===== src/sv/wssu_ram.sv =====
// wssu_ram: generic single write port, single read port ram with registered read
// no dependencies

module wssu_ram #(
  parameter int WIDTH = 32,
  parameter int DEPTH = 64
) (
  input  logic                     clk,
  input  logic                     we,
  input  logic [$clog2(DEPTH)-1:0] waddr,
  input  logic [WIDTH-1:0]         wdata,
  input  logic [$clog2(DEPTH)-1:0] raddr,
  output logic [WIDTH-1:0]         rdata
);

  logic [WIDTH-1:0] mem [DEPTH];

  // write port and registered read
  always_ff @(posedge clk) begin
    if (we) begin
      mem[waddr] <= wdata;
    end
    rdata <= mem[raddr];
  end

endmodule


===== config.mk =====
export PLATFORM = sky130hd
export DESIGN_NAME = wssu_ram
export DESIGN_NICKNAME = d
export VERILOG_FILES = /design/src/sv/wssu_ram.sv
export SDC_FILE = /design/constraint.sdc
export NUM_CORES = 2
export LEC_CHECK = 0
export ABC_AREA = 0
export CORE_MARGIN = 3
export CORE_UTILIZATION = 50
export DETAILED_ROUTE_END_ITERATION = 10
export DONT_BUFFER_PORTS = 1
export PLACE_DENSITY = 0.74
export SLEW_MARGIN = 5
export SYNTH_ARGS = -nofsm -noshare
export SYNTH_HDL_FRONTEND = slang
export SYNTH_SLANG_ARGS = --single-unit

===== constraint.sdc =====
create_clock -name clk -period 7.4 [get_ports clk]
set_input_delay 1.48 -clock clk [delete_from_list [all_inputs] [get_ports clk]]
set_output_delay 1.48 -clock clk [all_outputs]
set_load 0.03 [all_outputs]

Yosys cells after proc, flatten, opt, wreduce, memory -nomap -nowiden
Memory sizes are Yosys's and may differ from the RTL's. A register that Yosys moved wholly into a read port is not among the register bits.
Cells that the tools add are included.
- register bits: 0
- memory bits (writable): 2048
- input bits: 46
- output and inout port bits: 32
- memories kept: 1
- multiplexer cells: 2
- memories (name ; depth ; width ; rd ports ; clocked after memory_dff ; write ports ; RTL line ; RTL):
    mem ; 64 ; 32 ; 1 ; 1 ; 1 ; 16 ; logic [WIDTH-1:0] mem [DEPTH];
- operators by type and width (operator ; count):
    $mux W1 ; 2

Logic depth before layout (Yosys ltp)
- depth after elaboration: 2
- depth in mapped cells: 10
- mapped depth without buffers: 5

Worst setup path before layout
OpenSTA, ideal clock, no wires.
- path kind: input port to flip-flop
- start: input waddr[3]
- end: memory mem[48][0], enable pin
- library setup time: 0.461 ns
- arrival: 4.179 ns
- path slack: 2.760 ns
- stages: 4
- path buffers: 1
- cells stage by stage: clkbuf_1 -> nor2b_1 -> nand4b_1 -> nor3_1
- RTL lines (what ; RTL line ; RTL):
    start: declaration ; 10 ; input logic [$clog2(DEPTH)-1:0] waddr,
    end: declaration ; 16 ;
No word-level cell before the write port.

==> summary.md <==
| Metric | Value |
|---|---|
| Register area share after synthesis | 0.791 |
| Peak VDD IR | 261 uV |
| Violated checks | slew limit |
| Max cap viols | 0 |
| Die Area | between 0.15 and 0.2 mm^2 |
| FMAX | between 150 and 200 MHz |
| Final Slew Violations | between 150 and 200 |
| Multi-input logic area | about 0.016 mm^2 |
| Hold depth | 0 |
| Post-CTS Setup Bufs | 0 |
| First-pass GRT wire length | 266000 um |
| Leakage power | between 20 and 30 nW |
| Synthesized area | approximately 0.079 mm^2 |
| Cell Chain, Critical Path | buf_16, buf_16, buf_16, mux4_2, mux2i_1, nor2_1, o32ai_1, nor3_1 |
| Wirelength per Cell | between 30 and 40 um |
| Critical Path RT | about 8000 ps |
| Crit start category | input port |
| Synthesized flop and latch total | between 2000 and 2500 |
| CP max-delay cell | buf_16 |
| Layout cells sized above 1 | 0.270 |
| First-pass iteration count of the detailed router | 6 |
| Inserted Clock Buffers | about 190 |
| Syn Inst Count | approximately 3300 |
| Core Area | about 0.15 mm^2 |
| CP max stage delay | 860 ps |
| Final setup fails | 0 |
| CTS tree | done |
| Starting DRT DRC Count | 5459 |
| Nets | 3460 |
| Critical path class | input port to flip-flop |
| Initial Utilization | 0.507 |
| Reg2Reg Depth | 4 |
| PwrDens | approximately 270 mW/mm^2 |
| Tmin final | approximately 5000 ps |
| Distinct cell type count after synthesis | 34 |
| Status | finished, violations left |
| Routability cong. | 0.806 |
| CP Capture Type | flip-flop |
| Worst-path maximum fanout | ~180 |
| Fin crit share | 0.676 |
| Hold WC Path Type | input port to flip-flop |
| Critical path arrival | approximately 5700 ps |
| Total track usage | 0.230 |
| Row count | roughly 140 |
| RSZ-0062 raised after global routing | no |
| Ports | 78 |
| Cell repeated most along the worst path | buf_16 |
| Detail Route Antenna Nets | 0 |
| Slew headroom | -0.393 |
| Via count of the first global-routing pass | ~37000 |
| Resize count post-CTS | 0 |
| Clock sinks | ~2100 |
| Chip Height | approximately 400 um |
| Vias per inst | between 6 and 7 |
| PnR Total Power | about 24 mW |
| Port Buffer Count | 0 |
| Final wirelength | approximately 180000 um |
| Gr ovfl total | 0 |
| Fill count | around 11000 |
| H-tree depth | 4 |
| FF/Latch Area | 0.0621 mm^2 |
| Clock Latency Late Sink | 820 ps |
| Root Buffer | clkbuf_16 |
| Net count after synthesis | between 3000 and 4000 |
| P&R area growth vs syn | 11.7% |
| Largest net degree at the start of global routing | a little over 500 |
| Initial antenna violation count | 2 |
| # diodes | 0 |
| Synth warn | 0 |
| Slew @ Worst Pin | between 2000 and 2500 ps |
| Clock Pin Slew Worst Setup and Hold Paths | 60 ps |
| Mean Syn Cell Area | roughly 24 um^2 |
| Setup tns final | 0 ps |
| CTS Buffer Depth | 3 |
| Cts hold-fix bufs | 0 |
| Post-DP HPWL | ~90000 um |
| Die width | about 400 um |
| DR vias | between 30000 and 40000 |
| DRC viols | 0 |
| Setup Skew | 33.1 ps |
| Final-report hold violation count | 0 |
[Yosys cell counts, drive strengths merged]
master	count	area, um^2
a21oi	62	310
a22oi	12	90.1
a311oi	8	70.1
a31oi	1	6.26
a41o	4	40.0
and2	2	12.5
and3	4	25.0
buf	108	608
clkbuf	74	278
dfxtp	32	641
edfxtp	2048	61500
mux2i	93	931
mux4	544	12300
nand2	26	97.6
nand2b	8	50.1
nand3	5	25.0
nand3b	5	37.5
nand4	2	12.5
nand4b	1	8.76
nor2	137	514
nor2b	15	93.8
nor3	7	35.0
o221ai	27	236
o22ai	84	526
o32ai	4	35.0
or2	3	18.8
or3	3	18.8
or3b	5	43.8
[path summary, 6_finish.rpt]
kind | startpoint | to | slack [ps]
setup / recovery | raddr[0] | rdata[8] | 2390
hold / removal | wdata[5] | mem[48][5] | 770
setup reg to reg | mem[12][24] | rdata[24] | 5270
hold reg to reg | mem[12][17] | rdata[17] | 780
[state kept, by name (all words and copies together) (netlist names)]
register  count
rdata        32
mem        2048
[area by class of cell]
| class | count | area share |
|---|---|---|
| clock inverter | 116 | 0.0135 |
| multi-input combinational | 1062 | 0.182 |
| tap | 2044 | 0.0292 |
| timing repair buffer | 77 | 0.00750 |
| clock buffer | 246 | 0.0592 |
| sequential | 2080 | 0.709 |
[per-stage QoR]
step	instance area (um^2)	hold slack [ps]	util	setup WS, ps	cells
after floorplan	78500	663	-	2760	3324
after global placement	81200	720	0.524	3430	5259
after detailed placement	81200	753	0.524	3440	5259
after CTS	87600	695	0.565	4220	5621
after global routing	87700	717	0.566	2060	5625
final	87700	766	0.566	2390	5625
[cell usage in the layout, fill, tap and decap left out, types with 3 or more instances in the layout]
master,netlist,routed
edfxtp_1,2048,2048
mux4_2,544,544
clkbuf_16,0,196
mux2i_1,93,93
o22ai_1,84,84
nor2_1,137,75
buf_4,25,73
a21oi_1,62,62
nor2_4,0,62
clkinv_1,0,46
clkbuf_1,74,40
dfxtp_1,32,32
clkinv_2,0,31
o221ai_1,27,27
nand2_1,26,26
bufinv_16,0,22
nor2b_1,15,15
a22oi_1,12,12
clkbuf_8,0,10
a311oi_1,8,8
inv_6,0,8
nand2b_1,8,7
nand3b_1,5,5
nor3_1,7,5
nand3_1,5,5
and3_1,4,4
a41o_1,4,4
o32ai_1,4,4
clkinvlp_4,0,4
buf_16,0,4
or3b_2,3,3
or3_1,3,3
[where the power goes]
group	switching, mW	leakage [nW]	internal, mW
sequential	0.118	18.7	13.0
clock	4.23	3.11	5.73
combinational	0.377	5.11	0.396
[cell families (layout without fill, tap and decap cells)]
logic type             Yosys count  count (layout)  synth area share
flip-flops                    2080            2080             0.791
multiplexers                   637             637             0.168
AND/OR/NAND/NOR                223             223            0.0127
AO/OA/AOI/OAI                  202             202            0.0167
buffers and inverters          182             439            0.0113
[routing by layer]
metal  track usage  wire [um]  vias to the layer above
li1              -          -                    14440
met1         0.328      69800                    19381
met2         0.354      88100                     2220
met3        0.0606      21800                      312
met4        0.0681       5080                        0
met5             0          0                        -
[critical path: cells and delay by family]
| kind | cells | cell delay [ps] |
|---|---|---|
| compound gates | 1 | 670 |
| buf+inv | 3 | 1980 |
| mux | 2 | 750 |
| simple gates | 2 | 210 |
(Power assumes the default switching activity.)
