### config.mk
export PLATFORM = sky130hd
export DESIGN_NAME = wssu_div
export DESIGN_NICKNAME = d
export VERILOG_FILES = /design/src/sv/wssu_pkg.sv /design/src/sv/wssu_div.sv
export SDC_FILE = /design/constraint.sdc
export NUM_CORES = 1
export LEC_CHECK = 0
export BUFFER_PORTS_ARGS = -buffer_cell sky130_fd_sc_hd__buf_4
export CAP_MARGIN = 20
export CORE_ASPECT_RATIO = 1.1
export CORE_MARGIN = 2
export CORE_UTILIZATION = 54
export DETAILED_ROUTE_END_ITERATION = 16
export PLACE_DENSITY = 0.91
export SYNTH_ARGS = -nofsm -noshare
export SYNTH_HDL_FRONTEND = slang
export SYNTH_SLANG_ARGS = --single-unit
export TNS_END_PERCENT = 1
### constraint.sdc
create_clock -name clk -period 4.95 [get_ports clk]
set_clock_uncertainty 0.05 [all_clocks]
set_input_delay 0.2475 -clock clk [delete_from_list [all_inputs] [get_ports clk]]
set_output_delay 0.2475 -clock clk [all_outputs]
set_load 0.02 [all_outputs]
### src/sv/wssu_pkg.sv
// wssu_pkg: shared constants, types and request and response structs for
// the windowed sample statistics unit; used by every module but wssu_ram
// no dependencies

package wssu_pkg;

  // window geometry
  localparam int WINDOW  = 64;
  localparam int LABELS  = 4;
  localparam int SLOT_W  = $clog2(WINDOW);
  localparam int LABEL_W = $clog2(LABELS);
  localparam int CNT_W   = $clog2(WINDOW + 1);
  localparam int VADDR_W = SLOT_W + LABEL_W;

  // field widths
  localparam int IDX_W   = 64;
  localparam int VAL_W   = 32;
  localparam int STD_W   = 31;
  localparam int LCNT_W  = 3;

  // arithmetic widths
  localparam int SUM_W   = VAL_W + SLOT_W + 1;
  localparam int NUM_W   = SUM_W + 2;
  localparam int SQ_W    = 2 * VAL_W;
  localparam int DVD_W   = SQ_W + SLOT_W;
  localparam int DSR_W   = CNT_W + 1;
  localparam int ROOT_W  = SQ_W / 2;

  // register reset values
  localparam logic [CNT_W-1:0]  WLEN_RST = CNT_W'(WINDOW);
  localparam logic [LCNT_W-1:0] LCNT_RST = LCNT_W'(1);
  localparam logic [VAL_W-1:0]  OMAX_RST = {1'b0, {(VAL_W-1){1'b1}}};

  // configuration register indexes
  typedef enum logic [2:0] {
    REG_WINDOW_LEN  = 3'd0,
    REG_OUTLIER_MAX = 3'd1,
    REG_LABEL_COUNT = 3'd2,
    REG_DEFAULT0    = 3'd3,
    REG_DEFAULT1    = 3'd4,
    REG_DEFAULT2    = 3'd5,
    REG_DEFAULT3    = 3'd6
  } cfg_reg_t;

  // request kinds
  typedef enum logic {
    KIND_ADD   = 1'b0,
    KIND_QUERY = 1'b1
  } kind_t;

  // sequencer states
  typedef enum logic [3:0] {
    S_IDLE,
    S_ADD_RD,
    S_ADD_CMP,
    S_ADD_END,
    S_ADD_FILL,
    S_Q_WALK,
    S_MEAN,
    S_VAR,
    S_VDIV,
    S_SQRT,
    S_OUT
  } state_t;

  // serial divider
  typedef struct packed {
    logic             start;
    logic [DVD_W-1:0] dividend;
    logic [DSR_W-1:0] divisor;
  } div_req_t;

  typedef struct packed {
    logic             done;
    logic [DVD_W-1:0] quotient;
  } div_rsp_t;

  // serial square root
  typedef struct packed {
    logic            start;
    logic [SQ_W-1:0] radicand;
  } sqrt_req_t;

  typedef struct packed {
    logic              done;
    logic [ROOT_W-1:0] root;
  } sqrt_rsp_t;

endpackage

### src/sv/wssu_div.sv
// wssu_div: restoring divider, one quotient bit per cycle
// depends on wssu_pkg

module wssu_div
  import wssu_pkg::*;
(
  input  logic     clk,
  input  logic     rst_n,
  input  div_req_t req,
  output div_rsp_t rsp
);

  localparam int STEP_W = $clog2(DVD_W);

  logic              busy_r, busy_nxt;
  logic              done_r, done_nxt;
  logic [STEP_W-1:0] step_r, step_nxt;
  logic [DVD_W-1:0]  dvd_r, dvd_nxt;
  logic [DSR_W-1:0]  rem_r, rem_nxt;
  logic [DSR_W-1:0]  dsr_r, dsr_nxt;
  logic [DSR_W:0]    rem_sh;
  logic              ge;

  // one shift-subtract step
  always_comb begin
    busy_nxt = busy_r;
    done_nxt = 1'b0;
    step_nxt = step_r;
    dvd_nxt  = dvd_r;
    rem_nxt  = rem_r;
    dsr_nxt  = dsr_r;
    rem_sh   = {rem_r, dvd_r[DVD_W-1]};
    ge       = rem_sh >= {1'b0, dsr_r};
    if (req.start) begin
      busy_nxt = 1'b1;
      step_nxt = STEP_W'(DVD_W - 1);
      dvd_nxt  = req.dividend;
      rem_nxt  = '0;
      dsr_nxt  = req.divisor;
    end else if (busy_r) begin
      rem_nxt = ge ? DSR_W'(rem_sh - {1'b0, dsr_r}) : DSR_W'(rem_sh);
      dvd_nxt = {dvd_r[DVD_W-2:0], ge};
      if (step_r == '0) begin
        busy_nxt = 1'b0;
        done_nxt = 1'b1;
      end else begin
        step_nxt = step_r - 1'b1;
      end
    end
  end

  always_ff @(posedge clk) begin
    if (!rst_n) begin
      busy_r <= 1'b0;
      done_r <= 1'b0;
    end else begin
      busy_r <= busy_nxt;
      done_r <= done_nxt;
    end
    step_r <= step_nxt;
    dvd_r  <= dvd_nxt;
    rem_r  <= rem_nxt;
    dsr_r  <= dsr_nxt;
  end

  assign rsp.done     = done_r;
  assign rsp.quotient = dvd_r;

endmodule

-- Word-level counts from Yosys, hierarchy flattened
Index checks and enable logic that the tools add are counted.
- add/subtract/negate cells: 2
- bitwise logic cells: 3
- multiplexer cells: 7
- reduce and logical (&&, ||, !) cells: 4
- magnitude comparators: 1
- operators with widths (kind ; count):
    2-to-1 mux 70 bit ; 2
    >= comparator 9 x 8 -> 1 bit ; 1
    2-to-1 mux 8 bit ; 1
    subtractor 8 bit ; 1
    logical NOT 7 bit ; 1
    subtractor 7 x 1 -> 7 bit (second input constant) ; 1
    2-to-1 mux 1 bit ; 4
    NOT 1 bit ; 3
    OR reduction 3 bit ; 1
    AND reduction 2 bit ; 1
    nonzero test 2 bit ; 1
- output and inout port bits: 71
- word-level logic and storage cells: 23
- bits in registers: 95
- bits of input ports: 81

-- Longest topological paths before layout
Gate-level depths: netlist of run 1.
- word-level depth: 4
- gate-level depth with buffers: 8
- depth with buffers taken out: 8

-- Least setup slack after synthesis of run 1
No wires, ideal clock.
- kind: register -> register
- start point: register busy_r
- end point: register dvd_r[0], enable pin
- path slack: 2586 ps
- arrival: 1890 ps
- data required time: 4476 ps
- library setup time: 424 ps
- path buffers: 1
- clock period less this slack: 2364 ps
- cell stages (with the launch flop): 4
- path through: dfxtp_1 -> buf_6 -> nor2_1 -> inv_1
- word-level cells in the longest chain between the ends: 1
- RTL lines (element ; line ; text):
    from (decl) ; wssu_div.sv:15 ; logic busy_r, busy_nxt;
    from (signal assigned) ; wssu_div.sv:57 ; busy_r <= busy_nxt;
    nonzero test 2 bit (no line) ; - ;
    to (signal assigned) ; wssu_div.sv:61 ; dvd_r <= dvd_nxt;
    to (decl) ; wssu_div.sv:18 ; logic [DVD_W-1:0] dvd_r, dvd_nxt;
Every way passes these cells.
A chain may end at the register's enable or synchronous reset.

-- Worst setup path in the final report of run 1
- start point: register busy_r
- end point: register dvd_r[15], enable pin
Same word-level chain as after synthesis.

==> results of run 1 <==
[layer usage]
layer / vias to the layer above / wire length [um] / GRT usage, %
li1: 1426 / - / -
met1: 1438 / 3940 / 28.7
met2: 122 / 4840 / 36.5
met3: 15 / 810 / 7.95
met4: 0 / 180 / 7.46
met5: - / 0 / 0
[power by group through the flow]
stage	Sequential (uW)	Combinational, uW	Clock (uW)
detailed placement	1020	391	0
CTS	1000	393	625
floorplan	1080	144	0
global route	1010	421	663
global placement	1020	380	0
finish	999	394	620
[cells in the mapped netlist, types with 3 or more instances]
master	n	area, um2
and3_1	3	18.8
dfxtp_1	17	340
xor2_1	3	26.3
a211oi_1	4	30.0
mux2i_1	4	40.0
inv_1	14	52.6
buf_2	6	30.0
nor2b_1	4	25.0
a21oi_1	9	45.0
o21ai_0	6	30.0
edfxtp_1	78	2340
clkbuf_1	3	11.3
ha_1	10	125
nand2_1	12	45.0
xnor2_1	5	43.8
mux2_2	70	788
nor2_1	18	67.6
nand2b_1	3	18.8
[logic make-up (layout without fill, tap and decap cells)]
| group | Yosys count | after routing | share of synthesized area (%) |
|---|---|---|---|
| adders and majority gates | 11 | 11 | 3.34 |
| xor gates and xnor gates | 8 | 8 | 1.61 |
| AOI/OAI and AO/OA | 32 | 32 | 5.27 |
| and+or+nand+nor | 52 | 52 | 6.08 |
| buffers and inverters | 26 | 188 | 2.85 |
| DFF | 95 | 95 | 61.8 |
| muxes | 74 | 74 | 19.1 |
[metrics by stage]
step	area (um2)	total power, uW
after floorplan	4340	1230
after global placement	5560	1400
after detailed placement	5560	1410
after CTS	5800	2020
after global routing	5850	2090
final	5850	2010
[how the worst min path moves through the flow]
stage                 from       end  slack [ns]
floorplan           req[0]  dsr_r[0]        0.30
global placement    req[7]  dsr_r[7]        0.38
detailed placement  req[1]  dsr_r[1]        0.38
CTS                 req[6]  dsr_r[6]       0.003
global route        req[0]  dsr_r[0]       0.002
finish              req[0]  dsr_r[0]        0.01
[worst reg2reg max path, cell delays in order, from the launching register on]
cell and delay [ns]:
dfxtp_1 0.50, nor2_1 0.19, inv_2 0.79, buf_4 0.45
[area by class of cell]
| class | instances | area [um2] |
|---|---|---|
| fill | 502 | 2020 |
| sequential | 95 | 2680 |
| clock inverter | 7 | 119 |
| multi-input combinational | 177 | 1540 |
| inverter | 14 | 52.6 |
| timing repair buffer | 158 | 1200 |
| clock buffer | 9 | 124 |
| tap | 108 | 135 |
[sequential cells by signal, summed over array words and instances (netlist names)]
signal,flops
rem_r,8
done_r,1
busy_r,1
dsr_r,8
dvd_r,70
step_r,7
==> impl_metrics.toml, run 1 <==
[setup_path]
critical_path_depth = 3
endpoint = "dvd_r[15]"
worstPathCellList = "nor2_1, inv_2, buf_4"
start_kind = "flop"
critPathMaxStageDelay_ns = 0.79
reg2reg_from = "busy_r"
worst-endpoint-arrival_ns = 2.30
rr_endpoint = "dvd_r[15]"
rrSetupSlack_ns = 2.64
path_class = "reg2reg"
crit_slowest_cell = "inv_2"
path_buf_inv = 2
path_delay_family = "buffers and inverters"
cp-end-kind = "flop"
reg2reg_depth = 3
required_ns = 4.94
path_max_fanout = 49
setup.worst_path.start = "busy_r"

[sta]
layout_min_cycle_time_ns = 2.31
min_period_over_period_pct = 46.8
finalSetupTns_ns = 0
rsz0062_at_grt = "false"
hold_slack_ns = 0.0141
worst_pin_slew_ns = 1.10
finalHoldViolations = 0
finalMaxSlewViolations = 0
relSlewSlack_pct = 27.0
fin_ws_ns = 2.64
max_freq_mhz = 432
setup_viol = 0

[yosys]
synth_edf_count = 78
synth_seq_area_share_pct = 61.8
synth.distinct_cells = 41
syn_area_um2 = 4340
synth_nets = 390
synthCells = 298
synthFlopType = "edfxtp_1"
yosys_warnings = 0
syn_avg_cell_area_um2 = 14.6
synth-seq-cells = 95
async_reset_ff_share_pct = 0

[routing]
drc = 0
drt-vias-per-instance = 5.28
wl_um = 9780
num_vias = 3001
drtIter0Drc = 157
postRouteAntennaNets = 0
firstDrtPassIters = 5
wl_per_cell_um = 17.2

[power]
netSwitchingFraction_pct = 26.0
seq_power_share_pct = 49.6
cellLeakagePower_uw = 0.00242
intPower_uw = 1490
peakVddDrop_mv = 0.242
power.switching_uw = 523
p_per_area_nw_per_um2 = 344
clkPwrFrac_pct = 30.8
power_frac_comb_pct = 19.6

[cts]
cts_tree = "yes"
cts.sinks = 95
cts_max_level = 3
clk_pin_slew_ns = 0.09
cts_root_buf = "clkbuf_8"
cts_hold_buf = 0
numCtsBuffers = 9
clk_latency_ns = 0.36
post_cts_buffers = 0
cts_resized = 0
clockBufferDepth = 2

[global_route]
antenna_found_initial = 0
grt_max_degree = 92
grt_pass1_wl_um = 15100
gr-total-overflow = 0
grtUsageTotal_pct = 22.7
grt_pass1_vias = 3063

[layout]
drive_above_1_share_pct = 53.5
diodes = 0
layout_common_cells = "153 x buf_4, 78 x edfxtp_1, 70 x mux2_2"
layout_commonest_cell = "buf_4"
utilization_pct = 74.3
area_growth_pct = 34.7
fin_cells = 568
fin_nets = 547

[floorplanning]
io_pins = 152
fp.dieW_um = 89.5
die_y_um = 98.1
initial_core_util_pct = 55.2
core_area_um2 = 7870
rows = 34
dieArea_um2 = 8780

[placement]
dp_worst_setup_slack_ns = 2.66
finalWeightedCongestion = 0.886
dp_hpwl_um = 6960
dp.cells = 547
port_buffers = 151

[hold_path]
worstHoldPathType = "in2reg"
hold_depth = 1

[flow_run]
cap_violations = 0

[status]
status = "finished, final reports clean"
Power figures use the tool's default switching activity.
==> run 2, diff against run 1 <==
--- a/config.mk
+++ b/config.mk
@@ -9,9 +9,9 @@
 export CAP_MARGIN = 20
 export CORE_ASPECT_RATIO = 1.1
 export CORE_MARGIN = 2
-export CORE_UTILIZATION = 54
+export CORE_UTILIZATION = 45
 export DETAILED_ROUTE_END_ITERATION = 16
-export PLACE_DENSITY = 0.91
+export PLACE_DENSITY = 0.82
 export SYNTH_ARGS = -nofsm -noshare
 export SYNTH_HDL_FRONTEND = slang
 export SYNTH_SLANG_ARGS = --single-unit
==> constraint.sdc (replaced) <==
create_clock -name clk -period 2 [get_ports clk]
set_clock_uncertainty 0.05 [all_clocks]
set_input_delay 0.1 -clock clk [delete_from_list [all_inputs] [get_ports clk]]
set_output_delay 0.1 -clock clk [all_outputs]
set_load 0.02 [all_outputs]
==> impl_metrics.toml, run 2 (same netlist as run 1, synthesis figures left out) <==
[status]
status = "finished, final reports clean"

[sta]
finalHoldViolations = 0
layout_min_cycle_time_ns = 1.96
relSlewSlack_pct = 67.7
setup_viol = 0
fin_ws_ns = 0.0389
worst_pin_slew_ns = 0.483
rsz0062_at_grt = "true"
finalMaxSlewViolations = 0
max_freq_mhz = 510
min_period_over_period_pct = 98.1

[routing]
wl_per_cell_um = 17.6
drt-vias-per-instance = 5.11
firstDrtPassIters = 5
drtIter0Drc = 82
num_vias = 3345
drc = 0
wl_um = 11500
postRouteAntennaNets = 0

[setup_path]
path_max_fanout = 6
rr_endpoint = "rem_r[0]"
reg2reg_depth = 7
reg2reg_from = "dsr_r[4]"
cp-end-kind = "flop"
rrSetupSlack_ns = 0.04
setup.worst_path.start = "dsr_r[4]"
endpoint = "rem_r[0]"
start_kind = "flop"
required_ns = 2.20
path_class = "reg2reg"
worst-endpoint-arrival_ns = 2.16

[layout]
regMostFlops = "dvd_r"
multi_input_area_um2 = 1590
layout_commonest_cell = "buf_4"
top_regs = "dvd_r x70, dsr_r x8, rem_r x8"
fin_nets = 625
largest_reg_flops = 70
layout_common_cells = "158 x buf_4, 78 x edfxtp_1, 74 x dlygate4sd3_1"
fill_cells = 617
drive_above_1_share_pct = 48.1
fin_cells = 655
seqCellArea_um2 = 2680
diodes = 0
area_growth_pct = 52.6

[floorplanning]
dieArea_um2 = 10500
fp.dieW_um = 97.7
die_y_um = 107
initial_core_util_pct = 46.4
rows = 37
io_pins = 152
core_area_um2 = 9350

[cts]
numCtsBuffers = 9
cts_tree = "yes"
clk_latency_ns = 0.36
cts_root_buf = "clkbuf_8"
cts_max_level = 3
cts.sinks = 95
clk_pin_slew_ns = 0.08
clockBufferDepth = 2

[global_route]
grt_pass1_wl_um = 17800
grt_pass1_vias = 3597
gr-total-overflow = 0
grtUsageTotal_pct = 22.0
grt_max_degree = 57
antenna_found_initial = 0

[hold_path]
hold_depth = 2
worstHoldPathType = "in2reg"

[flow_run]
cap_violations = 0

[power]
cellLeakagePower_uw = 0.00274
p_per_area_nw_per_um2 = 716
peakVddDrop_mv = 0.398

[placement]
dp.cells = 561
dp_hpwl_um = 7100
dp_worst_setup_slack_ns = 0.0224
port_buffers = 151
finalWeightedCongestion = 0.902
-- run 2: changes by cell type in the layout (fill, tap and decap cells not counted), moves of 2 or more --
cell | before | now
a21oi_1 | 9 | 7
o21ai_0 | 6 | 4
clkbuf_1 | 0 | 4
buf_4 | 153 | 158
dlygate4sd3_1 | 5 | 74
a211oi_1 | 4 | 2
ha_1 | 10 | 8
bufinv_16 | 3 | 0
a21oi_2 | 0 | 2
buf_12 | 0 | 3
o21ai_1 | 0 | 2
a211oi_2 | 0 | 2
-- run 2: per-layer routing --
layer | wire length, um | share of wire [%] | global-route usage, % | vias up
met3 | 827 | 7.2 | 7.11 | 21
met4 | 209 | 1.8 | 7.04 | 0
met1 | 4540 | 39 | 25.1 | 1596
met5 | 0 | 0 | 0 | -
li1 | - | - | - | 1583
met2 | 5970 | 52 | 39.2 | 145
-- run 2: stage by stage --
stage               power, uW  TNS (ns)  hold slack (ns)  cell area (um2)  util, %
floorplan                3040     -3.51            0.149             4350        -
global placement         3480         0            0.229             5650     60.4
detailed placement       3510         0            0.229             5650     60.4
CTS                      4710         0         0.000584             6530     69.8
global route             4950    -0.110          0.00445             6630     70.9
finish                   4750         0           0.0257             6630     70.9
-- run 2: worst min-delay path by stage --
stage | to | start
after floorplan | dsr_r[0] | req[0]
after global placement | dsr_r[7] | req[7]
after detailed placement | dsr_r[3] | req[3]
after CTS | dvd_r[4] | req[12]
after global routing | dvd_r[0] | req[8]
final | dvd_r[7] | req[15]
-- run 2: power breakdown --
group | internal [uW] | total (uW) | switching (uW)
logic | 613 | 1170 | 558
registers | 2370 | 2470 | 109
clock network | 483 | 1100 | 618
-- run 2: layout make-up --
cell class                 instances  area share [%]
multi-input combinational        178            24.1
timing repair buffer             235            30.0
tap                              117            2.21
inverter                          14           0.850
sequential                        95            40.5
clock buffer                      14            2.30
clock inverter                     2           0.132
-- run 2: worst max-delay path, stage by stage (launching register included) --
cell and delay [ns]:
edfxtp_1 0.36, inv_1 0.08, ha_1 0.29, a21oi_2 0.19
o221ai_1 0.14, a21o_2 0.29, buf_4 0.16, o311a_1 0.28
-- run 2: repair_timing --
action / 4_1_cts / 5_1_grt
setup endpoints to repair: 0 / 8
gates resized for setup: 0 / 12
setup buffers: 0 / 3
hold buffers: 71 / 3
endpoints found under the hold margin: 72 / 3
